===== config.mk =====
export PLATFORM = sky130hd
export DESIGN_NAME = pcm_fifo_interpolating_channel
export DESIGN_NICKNAME = d
export VERILOG_FILES = /design/src/rtl/core/pfic_pkg.sv /design/src/rtl/core/pfic_ring.sv /design/src/rtl/core/pfic_interp.sv /design/src/rtl/core/pcm_fifo_interpolating_channel.sv
export SDC_FILE = /design/constraint.sdc
export NUM_CORES = 1
export LEC_CHECK = 0
export BUFFER_PORTS_ARGS = -buffer_cell sky130_fd_sc_hd__clkbuf_2
export CAP_MARGIN = 30
export CORE_UTILIZATION = 50
export CTS_CLUSTER_SIZE = 20
export DETAILED_ROUTE_END_ITERATION = 12
export PLACE_DENSITY = 0.67
export SYNTH_ARGS = -nofsm -noshare
export SYNTH_HDL_FRONTEND = slang
export SYNTH_SLANG_ARGS = --single-unit

===== constraint.sdc =====
create_clock -name i_clk -period 9.2 [get_ports i_clk]
set_input_delay 1.38 -clock i_clk [delete_from_list [all_inputs] [get_ports i_clk]]
set_output_delay 1.38 -clock i_clk [all_outputs]
set_load 0.03 [all_outputs]

===== src/rtl/core/pfic_pkg.sv =====
// shared constants, types and helpers of the pcm fifo interpolating channel
package pfic_pkg;

    localparam int RING_BYTES = 32;
    localparam int MIX_FRAMES = 32768;
    localparam int PTR_W      = $clog2(RING_BYTES);
    localparam int SLOT_W     = $clog2(MIX_FRAMES);
    localparam int FILL_W     = PTR_W + 2;
    localparam int RUN_LIMIT  = 64;
    localparam int RUN_W      = $clog2(RUN_LIMIT);
    localparam int LOW_WATER  = 16;
    localparam int ACC_W      = 21;

    // opcodes carried in the input tuser
    localparam logic [1:0] OP_PUSH  = 2'd0;
    localparam logic [1:0] OP_TIMER = 2'd1;
    localparam logic [1:0] OP_CLEAR = 2'd2;

    // configuration register indexes
    localparam logic [7:0] CFG_PHASE_STEP   = 8'd0;
    localparam logic [7:0] CFG_HALF_VOLUME  = 8'd1;
    localparam logic [7:0] CFG_ROUTING      = 8'd2;
    localparam logic [7:0] CFG_SOUND_ENABLE = 8'd3;

    // write and clear request from the sequencer to the sample ring
    typedef struct packed {
        logic             we;
        logic [PTR_W-1:0] waddr;
        logic [7:0]       wdata;
        logic             clear;
    } t_ring_req;

    // ring pointer increment with wrap
    function automatic logic [PTR_W-1:0] ptr_inc(input logic [PTR_W-1:0] p);
        logic [PTR_W-1:0] r;
        if (p == PTR_W'(RING_BYTES - 1)) begin
            r = '0;
        end else begin
            r = p + PTR_W'(1);
        end
        return r;
    endfunction

endpackage


===== src/rtl/core/pfic_ring.sv =====
// sample byte ring: one write port, two registered read ports, per-entry valid bits
module pfic_ring (
    input  logic                           i_clk,
    input  logic                           i_rst_n,
    input  pfic_pkg::t_ring_req            i_req,
    input  logic [pfic_pkg::PTR_W-1:0]     i_raddr_a,
    input  logic [pfic_pkg::PTR_W-1:0]     i_raddr_b,
    output logic [7:0]                     o_rdata_a,
    output logic [7:0]                     o_rdata_b
);

    logic [7:0]                      r_mem [pfic_pkg::RING_BYTES];
    logic [pfic_pkg::RING_BYTES-1:0] r_valid;
    logic [7:0]                      r_rd_a;
    logic [7:0]                      r_rd_b;
    logic                            r_vld_a;
    logic                            r_vld_b;

    // storage array
    always_ff @(posedge i_clk) begin
        if (i_req.we) begin
            r_mem[i_req.waddr] <= i_req.wdata;
        end
        r_rd_a <= r_mem[i_raddr_a];
        r_rd_b <= r_mem[i_raddr_b];
    end

    // valid bits: an entry never written since reset or clear reads as zero
    always_ff @(posedge i_clk) begin
        if (!i_rst_n) begin
            r_valid <= '0;
            r_vld_a <= 1'b0;
            r_vld_b <= 1'b0;
        end else begin
            if (i_req.clear) begin
                r_valid <= '0;
            end else if (i_req.we) begin
                r_valid[i_req.waddr] <= 1'b1;
            end
            r_vld_a <= r_valid[i_raddr_a];
            r_vld_b <= r_valid[i_raddr_b];
        end
    end

    assign o_rdata_a = r_vld_a ? r_rd_a : 8'd0;
    assign o_rdata_b = r_vld_b ? r_rd_b : 8'd0;

endmodule


===== src/rtl/core/pfic_interp.sv =====
// shared multiply-add unit: cur + floor(diff * frac / 65536)
module pfic_interp (
    input  logic signed [11:0] i_cur,
    input  logic signed [12:0] i_diff,
    input  logic        [15:0] i_frac,
    output logic signed [11:0] o_value
);

    logic signed [16:0] frac_s;
    logic signed [29:0] prod;
    logic signed [13:0] step;
    logic signed [13:0] sum;

    // arithmetic shift of the product gives the floor
    assign frac_s  = $signed({1'b0, i_frac});
    assign prod    = 30'(i_diff * frac_s);
    assign step    = prod[29:16];
    assign sum     = 14'(i_cur) + step;
    assign o_value = sum[11:0];

endmodule


===== src/rtl/core/pcm_fifo_interpolating_channel.sv =====
// top level of the pcm fifo interpolating channel: sequencer, config and output stage
//
//  channel   direction  beat contents
//  s_axis    in         tdata fifo_word, tuser opcode
//  m_axis    out        tdata mix_slot/left/right, tlast last, tuser refill_request
//  cfg       in         register index and write data, always ready
//
// push: accept, then four byte writes into the ring
// timer: accept, a load state for the two ring reads, then one sample per cycle
// while m_axis is not stalled, through the shared multiply-add unit, 1..64 samples
// clear and the unused opcode end at the accept, with the sequencer left idle
// reset (i_rst_n low, synchronous) clears state, pointers, ring valid bits; inits config
// a stalled m_axis holds its beat in the output register and pauses the run
module pcm_fifo_interpolating_channel (
    input  logic        i_clk,
    input  logic        i_rst_n,
    input  logic        s_axis_tvalid,
    output logic        s_axis_tready,
    input  logic [31:0] s_axis_tdata,   // [31:0] fifo_word
    input  logic [1:0]  s_axis_tuser,   // [1:0] opcode
    output logic        m_axis_tvalid,
    input  logic        m_axis_tready,
    output logic [39:0] m_axis_tdata,   // [14:0] mix_slot, [26:15] left_value,
                                        // [38:27] right_value, [39] zero
    output logic [0:0]  m_axis_tuser,   // [0] refill_request
    output logic        m_axis_tlast,
    input  logic        i_cfg_valid,
    output logic        o_cfg_ready,
    input  logic [7:0]  i_cfg_index,
    input  logic [19:0] i_cfg_data
);

    typedef enum logic [3:0] {
        S_IDLE = 4'b0001,
        S_PUSH = 4'b0010,
        S_LOAD = 4'b0100,
        S_RUN  = 4'b1000
    } t_state;

    t_state                          r_state;
    t_state                          n_state;
    logic [pfic_pkg::PTR_W-1:0]      r_wp;
    logic [pfic_pkg::PTR_W-1:0]      r_rp;
    logic [31:0]                     r_word;
    logic [1:0]                      r_byte_cnt;
    logic [pfic_pkg::ACC_W-1:0]      r_acc;
    logic [pfic_pkg::SLOT_W-1:0]     r_slot;
    logic [pfic_pkg::RUN_W-1:0]      r_count;
    logic signed [11:0]              r_cur;
    logic signed [12:0]              r_diff;
    logic [19:0]                     r_phase_step;
    logic                            r_half;
    logic [1:0]                      r_routing;
    logic                            r_enable;
    logic                            r_out_valid;
    logic [14:0]                     r_out_slot;
    logic [11:0]                     r_out_left;
    logic [11:0]                     r_out_right;
    logic                            r_out_last;
    logic                            r_out_refill;

    pfic_pkg::t_ring_req             ring_req;
    logic [7:0]                      rd_cur;
    logic [7:0]                      rd_nxt;
    logic                            in_fire;
    logic                            out_free;
    logic                            run_fire;
    logic                            run_last;
    logic [pfic_pkg::ACC_W-1:0]      acc_next;
    logic signed [11:0]              cur_full;
    logic signed [11:0]              nxt_full;
    logic signed [11:0]              cur_val;
    logic signed [11:0]              nxt_val;
    logic signed [11:0]              interp_v;
    logic [pfic_pkg::FILL_W-1:0]     fill;
    logic                            fill_low;

    assign s_axis_tready = (r_state == S_IDLE);
    assign o_cfg_ready   = 1'b1;
    assign in_fire       = s_axis_tvalid && s_axis_tready;
    assign out_free      = !r_out_valid || m_axis_tready;
    assign run_fire      = (r_state == S_RUN) && out_free;

    // ring access
    assign ring_req.we    = (r_state == S_PUSH);
    assign ring_req.waddr = r_wp;
    assign ring_req.wdata = r_word[7:0];
    assign ring_req.clear = in_fire && (s_axis_tuser == pfic_pkg::OP_CLEAR);

    pfic_ring u_ring (
        .i_clk     (i_clk),
        .i_rst_n   (i_rst_n),
        .i_req     (ring_req),
        .i_raddr_a (r_rp),
        .i_raddr_b (pfic_pkg::ptr_inc(r_rp)),
        .o_rdata_a (rd_cur),
        .o_rdata_b (rd_nxt)
    );

    // sample scaling by 16 and optional halving
    assign cur_full = $signed({rd_cur, 4'b0000});
    assign nxt_full = $signed({rd_nxt, 4'b0000});
    assign cur_val  = r_half ? (cur_full >>> 1) : cur_full;
    assign nxt_val  = r_half ? (nxt_full >>> 1) : nxt_full;

    pfic_interp u_interp (
        .i_cur   (r_cur),
        .i_diff  (r_diff),
        .i_frac  (r_acc[15:0]),
        .o_value (interp_v)
    );

    // run control and ring fill level
    assign acc_next = r_acc + pfic_pkg::ACC_W'(r_phase_step);
    assign run_last = (acc_next[pfic_pkg::ACC_W-1:16] != '0)
                   || (r_count == pfic_pkg::RUN_W'(pfic_pkg::RUN_LIMIT - 1));
    always_comb begin
        if (r_wp > r_rp) begin
            fill = pfic_pkg::FILL_W'(r_wp) - pfic_pkg::FILL_W'(r_rp);
        end else begin
            fill = pfic_pkg::FILL_W'(r_wp) + pfic_pkg::FILL_W'(pfic_pkg::RING_BYTES)
                 - pfic_pkg::FILL_W'(r_rp);
        end
    end
    assign fill_low = (fill <= pfic_pkg::FILL_W'(pfic_pkg::LOW_WATER));

    // sequencer next state
    always_comb begin
        n_state = r_state;
        unique case (r_state)
            S_IDLE: begin
                if (in_fire && (s_axis_tuser == pfic_pkg::OP_PUSH)) begin
                    n_state = S_PUSH;
                end else if (in_fire && (s_axis_tuser == pfic_pkg::OP_TIMER)) begin
                    n_state = S_LOAD;
                end
            end
            S_PUSH: begin
                if (r_byte_cnt == 2'd3) begin
                    n_state = S_IDLE;
                end
            end
            S_LOAD: begin
                n_state = S_RUN;
            end
            S_RUN: begin
                if (run_fire && run_last) begin
                    n_state = S_IDLE;
                end
            end
            default: begin
                n_state = S_IDLE;
            end
        endcase
    end

    // control registers
    always_ff @(posedge i_clk) begin
        if (!i_rst_n) begin
            r_state     <= S_IDLE;
            r_wp        <= '0;
            r_rp        <= '0;
            r_byte_cnt  <= '0;
            r_acc       <= '0;
            r_slot      <= '0;
            r_count     <= '0;
            r_out_valid <= 1'b0;
        end else begin
            r_state <= n_state;
            if (in_fire && (s_axis_tuser == pfic_pkg::OP_TIMER)) begin
                r_rp <= pfic_pkg::ptr_inc(r_rp);
            end
            if (in_fire) begin
                r_byte_cnt <= '0;
            end else if (r_state == S_PUSH) begin
                r_byte_cnt <= r_byte_cnt + 2'd1;
                r_wp       <= pfic_pkg::ptr_inc(r_wp);
            end
            if (r_state == S_LOAD) begin
                r_acc   <= {{(pfic_pkg::ACC_W - 16){1'b0}}, r_acc[15:0]};
                r_count <= '0;
            end else if (run_fire) begin
                r_acc   <= acc_next;
                r_count <= r_count + pfic_pkg::RUN_W'(1);
                if (r_slot == pfic_pkg::SLOT_W'(pfic_pkg::MIX_FRAMES - 1)) begin
                    r_slot <= '0;
                end else begin
                    r_slot <= r_slot + pfic_pkg::SLOT_W'(1);
                end
            end
            if (run_fire) begin
                r_out_valid <= 1'b1;
            end else if (m_axis_tready) begin
                r_out_valid <= 1'b0;
            end
        end
    end

    // push word shifter and loaded sample pair
    always_ff @(posedge i_clk) begin
        if (in_fire) begin
            r_word <= s_axis_tdata;
        end else if (r_state == S_PUSH) begin
            r_word <= {8'd0, r_word[31:8]};
        end
        if (r_state == S_LOAD) begin
            r_cur  <= cur_val;
            r_diff <= 13'(nxt_val) - 13'(cur_val);
        end
    end

    // output beat register
    always_ff @(posedge i_clk) begin
        if (run_fire) begin
            r_out_slot   <= 15'(r_slot);
            r_out_left   <= (r_enable && r_routing[1]) ? interp_v : 12'sd0;
            r_out_right  <= (r_enable && r_routing[0]) ? interp_v : 12'sd0;
            r_out_last   <= run_last;
            r_out_refill <= run_last && fill_low;
        end
    end

    // configuration registers
    always_ff @(posedge i_clk) begin
        if (!i_rst_n) begin
            r_phase_step <= 20'd65536;
            r_half       <= 1'b0;
            r_routing    <= 2'd0;
            r_enable     <= 1'b0;
        end else if (i_cfg_valid && o_cfg_ready) begin
            unique case (i_cfg_index)
                pfic_pkg::CFG_PHASE_STEP:   r_phase_step <= i_cfg_data;
                pfic_pkg::CFG_HALF_VOLUME:  r_half       <= i_cfg_data[0];
                pfic_pkg::CFG_ROUTING:      r_routing    <= i_cfg_data[1:0];
                pfic_pkg::CFG_SOUND_ENABLE: r_enable     <= i_cfg_data[0];
                default: begin
                end
            endcase
        end
    end

    assign m_axis_tvalid   = r_out_valid;
    assign m_axis_tdata    = {1'b0, r_out_right, r_out_left, r_out_slot};
    assign m_axis_tuser[0] = r_out_refill;
    assign m_axis_tlast    = r_out_last;

endmodule


==> key figures <==
CTS
  • Clk sink count: ~480
  • Hold buffer count at cts: 0
  • Clock buffer depth: 3
  • Total CTS buffers: 52
  • # resized after CTS: 0
  • CTS tree: yes
  • CTS Root Cell: clkbuf_16
  • Clk pin slew, worst setup/hold paths: approximately 70 ps
  • H-tree levels: 2
  • Skew-Pair Late Insertion Delay: 620 ps
  • Postcts setup bufs: 0

Detailed routing
  • Vias per inst: ~5.8
  • Remaining antenna violation count: 0
  • Iteration-0 DRC Markers: 1334
  • Initial DRT Pass Iterations: 5
  • WL/cell: roughly 22 um
  • Final wirelength: between 60 and 70 mm
  • Residual DRC: 0
  • Vias: ~17000

STA
  • Fin crit share: ~84%
  • Slew at the pin closest to its max-slew limit: ~1000 ps
  • Fmax: between 100 and 150 MHz
  • Clock skew: between 30 and 40 ps
  • RSZ-0062 raised after global routing: no
  • Final hold violations: 0
  • TNS Setup: 0 ps
  • Relative slew slack: a little under a third
  • Min Tclk post-route: roughly 7700 ps
  • Slew Limit Fails: 0
  • Setup violations, final: 0

Synthesis
  • Number of enable flip-flop cells after synthesis: 348
  • Syn_nets: 2448
  • Largest area contributor in the netlist: edfxtp_1
  • Synth unique cells: 67
  • Sequential area share after synthesis: between 40% and 50%
  • Post-Synthesis Cells: roughly 2100
  • Synth top area share: between 30% and 40%
  • Cell area after synthesis: approximately 28000 sq um
  • Synth Register Bits: ~480
  • Ys Warns: 0
  • Synth Flop Type: edfxtp_1
  • Synth area leaders: edfxtp_1 38%, mux4_2 14%, dfxtp_1 9.7%, fa_1 8.3%, ha_1 6.2%
  • Fraction of registers with async set/reset: 0%
  • Mean Syn Cell Area: 12.9 sq um

Floorplan
  • Initial core utilization: between 50% and 60%
  • Core area: 54100 sq um
  • Core Rows: 85
  • Die area: 56000 sq um
  • Die outline height: between 200 and 250 um
  • # IOs: 112
  • Die width: about 240 um

Finish
  • Multi-input logic area: about 13000 sq um
  • Most frequent cells in the layout: 348 x edfxtp_1, 238 x nand2_1, 184 x nor2_1
  • Fraction of layout cells with a size suffix above 1: approximately 20%
  • Fillcell total: approximately 4300
  • Layout Nets: ~2600
  • # diodes: 0
  • Sequential cell area: around 13000 sq um
  • Final core utilization: 56.8%
  • Commonest non-fill, non-tap cell in the layout: edfxtp_1
  • Area delta synth->final: 11.8%

Worst setup path
  • Critical Path Start Type: register
  • Crit-path max FO: 17
  • Most frequent CP cell: fa_1
  • Slowest Stage Delay on Critical Path: around 740 ps
  • Nature of the critical path endpoint: register
  • CP max stage cell: edfxtp_1
  • Worst path required time: 9630 ps
  • Critical path class: register to register
  • Top Family by Delay on Critical Path: adder cells
  • CP bufs+invs: 1
  • Worst Path Arrival: between 8000 and 9000 ps

Power
  • P_sw: roughly 0.0011 W
  • Pwr dens: ~150 nW/um^2
  • Logic pwr share: 5.5%
  • Sw Ratio: between 20 and 25%
  • Seq pwr share: approximately half
  • Pleak: around 12 nW
  • Clock power share: 43.9%
  • Int Power: between 0.003 and 0.004 W
  • Worst-case vdd ir drop: 0.188 mV

GRT
  • GRT Residual Overflow: 0
  • Largest net degree at the start of global routing: 58
  • Global Route Usage Sum: between 20% and 30%
  • Initial antenna violation count: 0
  • Number of global-route vias before repair: 17700
  • First-pass GRT wire length: 101 mm

Placed design
  • Global placement routability congestion: around 0.84
  • Dpl hpwl: approximately 46 mm
  • PortBufs: 109

Status
  • Status: complete, no violations

Min path
  • Worst Hold Class: register to register

Flow run
  • Max Cap Viol: 0
## cell usage after synthesis (8+ instances only)
| master | number |
|---|---|
| fa_1 | 114 |
| buf_2 | 22 |
| mux2i_1 | 50 |
| nor2_1 | 184 |
| mux4_2 | 172 |
| a31oi_1 | 8 |
| xnor2_1 | 35 |
| and2_1 | 60 |
| inv_1 | 160 |
| nand2b_1 | 20 |
| ha_1 | 137 |
| o211a_1 | 8 |
| nor3_1 | 16 |
| dfxtp_1 | 133 |
| nand2_1 | 238 |
| edfxtp_1 | 348 |
| and3_1 | 23 |
| buf_1 | 10 |
| o21ai_0 | 40 |
| nor2b_1 | 22 |
| a21oi_1 | 73 |
| a21o_1 | 10 |
| nand3_1 | 27 |
| clkbuf_1 | 67 |
| mux2_2 | 31 |
| xor2_1 | 30 |
## power by group through the flow
stage | Combinational [W] | Sequential [W] | Clock [W]
6_report | 0.000260 | 0.00239 | 0.00207
2_1_floorplan | 0.000148 | 0.00244 | 0
4_1_cts | 0.000218 | 0.00242 | 0.00211
3_3_place_gp | 0.000199 | 0.00247 | 0
3_5_place_dp | 0.000217 | 0.00246 | 0
5_1_grt | 0.000279 | 0.00239 | 0.00219
## cell families after synthesis
group                      Yosys count  synth area share, %
AOI/OAI and AO/OA                  183                 4.13
DFF                                481                 47.7
other                                2               0.0273
adders and majority gates          251                 14.5
buffers and inverters              267                 3.85
muxes                              253                 17.2
and+or+nand+nor                    627                 10.4
xor gates and xnor gates            66                 2.17
## layer usage
| layer | wire [um] | track usage [%] | up-vias |
|---|---|---|---|
| met5 | 0 | 0 | - |
| met4 | 1800 | 7.24 | 0 |
| met3 | 3350 | 3.73 | 109 |
| met2 | 32800 | 40.3 | 511 |
| met1 | 26000 | 30.4 | 8765 |
| li1 | - | - | 7849 |
## worst register-to-register path, delay by kind of cell (launching register included)
family	cells	cell delay, ps
flip-flops	1	740
buffers and inverters	1	50
adder cells (fa/ha/maj)	8	3650
XOR/XNOR	2	310
AO/OA/AOI/OAI	9	1760
AND/OR/NAND/NOR	5	1030
## final timing paths
kind	start	cells after the start	endpoint	slack, ps
min reg2reg	r_acc[16]	2	r_acc[16]	460
min	r_acc[16]	2	r_acc[16]	460
max	r_diff[12]	25	r_out_left[11]	1480
max reg2reg	r_diff[12]	25	r_out_left[11]	1480
## flip-flops by register name (all words and copies together), names as in the netlist, 2 cells and up
name / count
u_ring.r_mem: 256
r_state: 4
r_diff: 10
r_phase_step: 20
r_slot: 15
r_rp: 5
r_routing: 2
u_ring.r_valid: 32
u_ring.r_rd_b: 8
r_count: 6
r_wp: 5
r_acc: 21
r_byte_cnt: 2
r_out_right: 12
r_word: 32
u_ring.r_rd_a: 8
r_out_slot: 15
r_out_left: 12
r_cur: 9
## area by class of cell
cell class / count / area share [%]
multi-input cells: 1382 / 43.4
flip-flops and latches: 481 / 42.7
clock buffers: 66 / 4.54
well taps: 696 / 2.83
inverters: 162 / 1.98
repair buffers: 154 / 3.58
clock inverters: 32 / 0.980
## metrics by stage
step	total power, W	std cells	area, sq um	hold slack (ps)	setup WS, ps
4_1_cts	0.00474	2963	30600	463	1510
2_1_floorplan	0.00259	2130	27500	436	2070
6_report	0.00472	2973	30800	461	1480
3_3_place_gp	0.00267	2845	28600	445	1710
5_1_grt	0.00487	2973	30800	480	1010
3_5_place_dp	0.00268	2865	28900	454	1520
Power figures use the tool's default switching activity.
